$ cat src/design/deq_pkg.sv
// Shared types and codes for the double-ended queue and its storage cells.
package deq_pkg;

  localparam int WORD_W = 32;

  typedef logic signed [WORD_W-1:0] word_t;

  typedef enum logic [1:0] {
    FUNC_PUSH_FRONT = 2'd0,
    FUNC_PUSH_BACK  = 2'd1,
    FUNC_POP_FRONT  = 2'd2,
    FUNC_POP_BACK   = 2'd3
  } func_t;

  typedef enum logic [1:0] {
    STATUS_OK    = 2'd0,
    STATUS_EMPTY = 2'd1,
    STATUS_FULL  = 2'd2
  } status_t;

  // How a lane's occupied length changes: the valid marks move one cell.
  typedef enum logic [1:0] {
    MODE_HOLD   = 2'd0,
    MODE_GROW   = 2'd1,
    MODE_SHRINK = 2'd2
  } mode_t;

  typedef struct packed {
    logic  en;
    func_t func;
    mode_t upper_mode;
    mode_t lower_mode;
    word_t value;
  } deq_ctrl_t;

endpackage

$ cat src/design/deq_cell.sv
// One storage cell of the folded queue: an upper-lane word, a lower-lane word and their valid marks.
module deq_cell (
  input  logic              clk,
  input  logic              rst_n,
  input  deq_pkg::deq_ctrl_t ctrl,
  input  deq_pkg::word_t    left_upper,
  input  deq_pkg::word_t    left_lower,
  input  logic              left_upper_vld,
  input  logic              left_lower_vld,
  input  deq_pkg::word_t    right_upper,
  input  deq_pkg::word_t    right_lower,
  input  logic              right_upper_vld,
  input  logic              right_lower_vld,
  output deq_pkg::word_t    upper_r,
  output deq_pkg::word_t    lower_r,
  output logic              upper_vld_r,
  output logic              lower_vld_r
);
  import deq_pkg::*;

  word_t upper_nxt;
  word_t lower_nxt;
  logic  upper_vld_nxt;
  logic  lower_vld_nxt;

  function automatic logic move_mark(mode_t mode, logic own, logic left, logic right);
    logic res;
    case (mode)
      MODE_GROW:   res = left;
      MODE_SHRINK: res = right;
      default:     res = own;
    endcase
    return res;
  endfunction

  always_comb begin
    upper_nxt = upper_r;
    lower_nxt = lower_r;
    unique case (ctrl.func)
      FUNC_PUSH_FRONT: begin
        // Upper lane slides away from the front; the fold point may take our own upper word.
        upper_nxt = left_upper;
        lower_nxt = lower_vld_r ? lower_r : upper_r;
      end
      FUNC_PUSH_BACK: begin
        // Lower lane slides away from the back; the fold point may pull a word up.
        upper_nxt = upper_vld_r ? upper_r : left_lower;
        lower_nxt = left_lower;
      end
      FUNC_POP_FRONT: begin
        upper_nxt = right_upper_vld ? right_upper : lower_r;
      end
      FUNC_POP_BACK: begin
        lower_nxt = right_lower_vld ? right_lower : right_upper;
      end
    endcase
    upper_vld_nxt = move_mark(ctrl.upper_mode, upper_vld_r, left_upper_vld, right_upper_vld);
    lower_vld_nxt = move_mark(ctrl.lower_mode, lower_vld_r, left_lower_vld, right_lower_vld);
  end

  always_ff @(posedge clk) begin
    if (!rst_n) begin
      upper_vld_r <= 1'b0;
      lower_vld_r <= 1'b0;
    end else if (ctrl.en) begin
      upper_vld_r <= upper_vld_nxt;
      lower_vld_r <= lower_vld_nxt;
    end
  end

  always_ff @(posedge clk) begin
    if (ctrl.en) begin
      upper_r <= upper_nxt;
      lower_r <= lower_nxt;
    end
  end

endmodule

$ cat src/design/double_ended_queue.sv
// Top level of the bounded double-ended queue of signed 32-bit words.
//
// The queue takes one item in every clock cycle: an item is accepted at a rising edge where
// start is high and busy is low, and busy is never raised. Each item pushes a word at the
// front or back, or pops one from either end. Its result appears on the out_ ports for exactly
// one cycle, flagged by out_valid, in the cycle right after acceptance; the receiver must take
// it then, since results cannot be held off. The storage cells all update together at the
// accepting edge of an item that succeeds. The result carries the popped word (zero for pushes
// and rejected pops), a status (ok, pop on empty, push on full), the new occupancy and the
// words now at the front and back (zero when the queue is empty). A rejected item leaves the
// queue unchanged. Storage words need no reset; only the valid marks, the count and the result
// strobe are cleared, so the block is ready as soon as reset is released.
//
// Storage is a row of ceil(DEPTH/2) cells folded in half. Writing the n held words as
// e0 (front) .. e(n-1) (back), the upper lane of cell j holds e(j) and the lower lane holds
// e(n-1-j). The upper lane is kept at ceil(n/2) words and the lower at floor(n/2), so the fold
// point, where the two lanes meet, always sits inside one cell or between two neighbors. Every
// operation is then a one-step slide of one lane plus a local hand-over at the fold, and the
// front and back words are always in cell zero.
module double_ended_queue #(
  parameter int DEPTH = 16
) (
  input  logic                         clk,
  input  logic                         rst_n,
  input  logic                         start,
  output logic                         busy,
  input  deq_pkg::func_t               in_func,
  input  deq_pkg::word_t               in_push_value,
  output logic                         out_valid,
  output deq_pkg::word_t               out_popped_value,
  output deq_pkg::status_t             out_status,
  output logic [$clog2(DEPTH+1)-1:0]   out_occupancy,
  output deq_pkg::word_t               out_front_word,
  output deq_pkg::word_t               out_back_word
);
  import deq_pkg::*;

  localparam int CNT_W = $clog2(DEPTH + 1);
  localparam int NCELL = (DEPTH + 1) / 2;
  localparam logic [CNT_W-1:0] FULL_COUNT = CNT_W'(DEPTH);

  // Occupancy and the registered parts of the result.
  logic [CNT_W-1:0] count_r, count_nxt;
  logic             out_valid_r;
  word_t            popped_r, popped_nxt;
  status_t          status_r, status_nxt;

  logic      accept;
  logic      is_push;
  logic      odd_count;
  deq_ctrl_t ctrl;

  // Cell outputs, one entry per cell.
  word_t upper_q [NCELL];
  word_t lower_q [NCELL];
  logic  upper_vld [NCELL];
  logic  lower_vld [NCELL];

  assign busy    = 1'b0;
  assign accept  = start && !busy;
  assign is_push = (in_func == FUNC_PUSH_FRONT) || (in_func == FUNC_PUSH_BACK);
  assign odd_count = count_r[0];

  // Decide the status, the popped word and how each lane's length moves. A push grows the
  // upper lane when the count is even and the lower lane when it is odd; a pop shrinks the
  // upper lane when the count is odd and the lower lane when it is even.
  always_comb begin
    status_nxt      = STATUS_OK;
    popped_nxt      = '0;
    count_nxt       = count_r;
    ctrl.func       = in_func;
    ctrl.value      = in_push_value;
    ctrl.upper_mode = MODE_HOLD;
    ctrl.lower_mode = MODE_HOLD;
    if (is_push) begin
      if (count_r == FULL_COUNT) begin
        status_nxt = STATUS_FULL;
      end else begin
        count_nxt = count_r + 1'b1;
        if (odd_count) begin
          ctrl.lower_mode = MODE_GROW;
        end else begin
          ctrl.upper_mode = MODE_GROW;
        end
      end
    end else begin
      if (count_r == '0) begin
        status_nxt = STATUS_EMPTY;
      end else begin
        count_nxt = count_r - 1'b1;
        if (odd_count) begin
          ctrl.upper_mode = MODE_SHRINK;
        end else begin
          ctrl.lower_mode = MODE_SHRINK;
        end
        // The front word is always the first upper slot; the back word is the first lower
        // slot unless only one word is held.
        if (in_func == FUNC_POP_FRONT) begin
          popped_nxt = upper_q[0];
        end else begin
          popped_nxt = lower_vld[0] ? lower_q[0] : upper_q[0];
        end
      end
    end
    ctrl.en = accept && (status_nxt == STATUS_OK);
  end

  // The row of cells. Cell zero sees the pushed word on its left side, with both left marks
  // set; the last cell sees empty neighbors on its right.
  for (genvar i = 0; i < NCELL; i++) begin : g_cell
    word_t left_upper, left_lower, right_upper, right_lower;
    logic  left_upper_vld, left_lower_vld, right_upper_vld, right_lower_vld;

    if (i == 0) begin : g_first
      assign left_upper     = ctrl.value;
      assign left_lower     = ctrl.value;
      assign left_upper_vld = 1'b1;
      assign left_lower_vld = 1'b1;
    end else begin : g_mid_left
      assign left_upper     = upper_q[i-1];
      assign left_lower     = lower_q[i-1];
      assign left_upper_vld = upper_vld[i-1];
      assign left_lower_vld = lower_vld[i-1];
    end

    if (i == NCELL - 1) begin : g_last
      assign right_upper     = '0;
      assign right_lower     = '0;
      assign right_upper_vld = 1'b0;
      assign right_lower_vld = 1'b0;
    end else begin : g_mid_right
      assign right_upper     = upper_q[i+1];
      assign right_lower     = lower_q[i+1];
      assign right_upper_vld = upper_vld[i+1];
      assign right_lower_vld = lower_vld[i+1];
    end

    deq_cell u_cell (
      .clk             (clk),
      .rst_n           (rst_n),
      .ctrl            (ctrl),
      .left_upper      (left_upper),
      .left_lower      (left_lower),
      .left_upper_vld  (left_upper_vld),
      .left_lower_vld  (left_lower_vld),
      .right_upper     (right_upper),
      .right_lower     (right_lower),
      .right_upper_vld (right_upper_vld),
      .right_lower_vld (right_lower_vld),
      .upper_r         (upper_q[i]),
      .lower_r         (lower_q[i]),
      .upper_vld_r     (upper_vld[i]),
      .lower_vld_r     (lower_vld[i])
    );
  end

  always_ff @(posedge clk) begin
    if (!rst_n) begin
      count_r     <= '0;
      out_valid_r <= 1'b0;
    end else begin
      out_valid_r <= accept;
      if (accept) begin
        count_r <= count_nxt;
      end
    end
  end

  always_ff @(posedge clk) begin
    if (accept) begin
      popped_r <= popped_nxt;
      status_r <= status_nxt;
    end
  end

  // The ends of the queue are read straight from cell zero, which has already taken the update.
  assign out_valid        = out_valid_r;
  assign out_popped_value = popped_r;
  assign out_status       = status_r;
  assign out_occupancy    = count_r;
  assign out_front_word   = upper_vld[0] ? upper_q[0] : '0;
  assign out_back_word    = lower_vld[0] ? lower_q[0] : (upper_vld[0] ? upper_q[0] : '0);

  // Every accepted item gives exactly one result in the next cycle.
  a_result_follows: assert property (@(posedge clk) disable iff (!rst_n)
    accept |=> out_valid)
    else $error("result strobe missing after an accepted item");

  // The occupancy can never pass the capacity.
  a_count_bound: assert property (@(posedge clk) disable iff (!rst_n)
    count_r <= FULL_COUNT)
    else $error("occupancy above capacity");

  // The first upper slot holds a word exactly when the queue is not empty.
  a_front_mark: assert property (@(posedge clk) disable iff (!rst_n)
    (count_r != '0) == upper_vld[0])
    else $error("front valid mark out of step with occupancy");

  // A successful push raises the occupancy by one.
  a_push_count: assert property (@(posedge clk) disable iff (!rst_n)
    (accept && is_push && (count_r != FULL_COUNT)) |=> (count_r == $past(count_r) + 1'b1))
    else $error("push did not raise the occupancy by one");

endmodule
$ cat config.mk
export PLATFORM = sky130hd
export DESIGN_NAME = double_ended_queue
export DESIGN_NICKNAME = d
export VERILOG_FILES = /design/src/design/deq_pkg.sv /design/src/design/deq_cell.sv /design/src/design/double_ended_queue.sv
export SDC_FILE = /design/constraint.sdc
export NUM_CORES = 1
export LEC_CHECK = 0
export BUFFER_PORTS_ARGS = -buffer_cell sky130_fd_sc_hd__buf_2
export CORE_MARGIN = 3
export CORE_UTILIZATION = 45
export CTS_CLUSTER_SIZE = 8
export DETAILED_ROUTE_END_ITERATION = 8
export PLACE_DENSITY = 0.6
export SLEW_MARGIN = 20
export SYNTH_ARGS = -nofsm -noshare
export SYNTH_HDL_FRONTEND = slang
export SYNTH_SLANG_ARGS = --single-unit
$ cat constraint.sdc
create_clock -name clk -period 44.1 [get_ports clk]
set_clock_uncertainty 0.15 [all_clocks]
set_input_delay 11.025 -clock clk [delete_from_list [all_inputs] [get_ports clk]]
set_output_delay 11.025 -clock clk [all_outputs]
set_load 0.05 [all_outputs]
==> out/metrics.cfg <==
[global_route]
gr-total-overflow = 0
grt_start_max_net_pins = 237
grt_antenna_before_repair = 0
grt_pass1_vias = 22300
grt_pass1_wl_mm = 137
track_usage = 0.231

[power]
powerDensity_nw_per_um2 = 47.7
ir_drop_mv = 0.0316
cellLeakagePower_nw = 11.9

[sta]
period_minus_slack_ps = 14820
fin_crit_sh = 0.336
hold_viol = 0
hold_ws_ps = 321
fmax_mhz = 67.5
setup_viol = 0
rsz0062_at_grt = false
worst_pin_slew_ps = 1230
finalSetupTns_ps = 0
finalMaxSlewViolations = 0
fin_ws_ps = 29280
relSlewSlack = 0.182

[worst_setup_path]
path_buf_inv = 4
critPathSlowestCell = buf_4
cp_cell_sequence = buf_2 > inv_1 > ha_4 > or3_2 > a21o_1 > nand2_1 > nor2_4 > buf_12 > buf_4
cp_max_fo = 163
cp_slowest_stage_delay_ps = 800
crit_family = buffers and inverters
endpoint_kind = register
cp.required_ps = 44170
arrival_ps = 14890
path_class = in -> reg
crit_path_start_kind = primary input

[drt]
vias = 23600
drc = 0
drt-total-wl_mm = 88.7
final_antenna_net_count = 0
drt_first_pass_iters = 5
via_per_inst = 6.24
drt_iter0_markers = 2588
wl_per_cell_um = 23.5

[cts]
cts-buffers-inserted = 80
hold_buffers = 0
postCtsSetupRepairBufs = 0
cts_root_buffer = clkbuf_16
clk_pin_slew_ps = 50
htree_levels = 3
clk_path_buf_depth = 3
cts_tree = done
cts_num_sinks = 568
cts_resized = 0
clk_latency_ps = 610

[placed_design]
place.gp.congestion = 0.802
dp_slack_ps = 28680
port_buffers = 140
place_area_um2 = 33300
hpwl_mm = 52.3

[synth]
synth_cell_types = 54
ys_ff_latch = 568
yosysSeqAreaShare = 0.525
syn_nets = 2864
ys.flop_type = edfxtp_1
yosysWarnings = 0
synthArstFlopShare = 0
syn_area_um2 = 32100
synthCells = 2819
syn_avg_cell_area_um2 = 11.4
synth-edff-count = 546

[floorplanning]
die-area_um2 = 74500
io_pins = 142
core-area_um2 = 70300
rows = 97
dieWidth_um = 273
start_util = 0.456
die_h_um = 273

[layout]
drive_above_1_share = 0.227
fin_nets = 2850
antenna_cells = 0
stdcell_area_um2 = 35600
syn_to_final_growth_pct = 11.0

[flow_run]
drv_cap = 0

[worst_hold_path]
hp-class = reg -> reg

[outcome]
status = completed

-- cell usage after synthesis (4+ instances only) --
library cell / number / area, um^2
nand3_1: 4 / 20.0
buf_2: 18 / 90.1
buf_1: 20 / 75.1
nor2_1: 305 / 1140
mux2_2: 350 / 3940
a221o_1: 68 / 681
a22oi_1: 288 / 2160
a21oi_1: 259 / 1300
dfxtp_1: 22 / 440
inv_1: 7 / 26.3
o221ai_1: 98 / 858
ha_1: 8 / 100
nand2b_1: 4 / 25.0
and2_1: 41 / 257
clkbuf_1: 235 / 882
edfxtp_1: 546 / 16400
nand2_1: 230 / 863
mux2i_1: 168 / 1680
a22o_1: 63 / 552
a211oi_1: 8 / 60.1
o21ai_0: 38 / 190
-- cell usage in the layout, fill, tap and decap left out, types with 4 or more instances in the layout --
master       n
clkbuf_16   85
a211oi_1     7
a21oi_1    259
nand2_1    230
and2_1      41
buf_2      140
a22o_1      63
edfxtp_1   546
dfxtp_1     17
ha_4         4
o21ai_0     38
a221o_1     68
buf_12       6
mux2_2     350
mux2i_1    168
clkbuf_1    23
nand2b_1     4
ha_1         4
a22oi_1    288
nor2_1     301
buf_4       35
inv_1        6
nand3_1      4
o221ai_1    98
-- metal layers --
metal	GRT usage	routed length (um)	vias to the layer above
met1	0.367	43100	11500
met5	0	0	-
met4	0.0590	1770	0
met2	0.324	36900	1023
li1	-	-	10900
met3	0.0359	6910	126
-- sequential cells by signal, summed over array words and instances, names as in the netlist --
signal / cells
g_cell.u_cell.upper_r: 256
g_cell.u_cell.lower_vld_r: 8
out_popped_value: 32
out_status: 2
out_occupancy: 5
g_cell.u_cell.upper_vld_r: 8
out_valid: 1
g_cell.u_cell.lower_r: 256
-- kinds of logic after synthesis --
logic type | Yosys count | synth area share
compound gates | 836 | 0.185
xor+xnor | 1 | 0.000273
fa+ha+maj | 8 | 0.00312
buf+inv | 284 | 0.0347
flops | 568 | 0.525
mux | 518 | 0.175
other cells | 1 | 0.000117
simple gates | 603 | 0.0768
-- cell type report --
class                   count  area (um^2)
clock inverters             2         17.5
clock buffers             108         2210
well taps                 940         1180
fillers                  6230        34700
inverters                   7         28.8
repair buffers            181         1080
flip-flops and latches    568        16800
multi-input cells        1967        14200
-- where the power goes --
part | internal, mW | switching, mW
Clock | 0.343 | 0.226
Sequential | 0.700 | 0.0577
Combinational | 0.133 | 0.236
-- stage by stage --
stage | power [mW] | utilization | cells
after detailed placement | 1.13 | 0.474 | 3662
after CTS | 1.70 | 0.506 | 3772
final | 1.70 | 0.506 | 3773
after floorplan | 1.04 | - | 2819
after global routing | 1.77 | 0.506 | 3773
after global placement | 1.12 | 0.474 | 3661
-- path summary, 6_finish.rpt --
kind                            slack, ps  cells past startpoint                    startpoint                           end
worst min register to register        320                      2  g_cell[7].u_cell.upper_vld_r  g_cell[7].u_cell.upper_vld_r
worst max-delay path                29280                      9                    in_func[1]   g_cell[5].u_cell.lower_r[3]
worst max register to register      39960                      6              out_occupancy[0]   g_cell[5].u_cell.lower_r[3]
worst min-delay path                  320                      2  g_cell[7].u_cell.upper_vld_r  g_cell[7].u_cell.upper_vld_r
-- tightest hold or removal path, delay by kind of cell (launching register included) --
family           cells  cell delay (ps)
flip-flops           1              310
AO/OA/AOI/OAI        1               60
AND/OR/NAND/NOR      1               50
No activity file was read; power rests on OpenSTA's default activity.
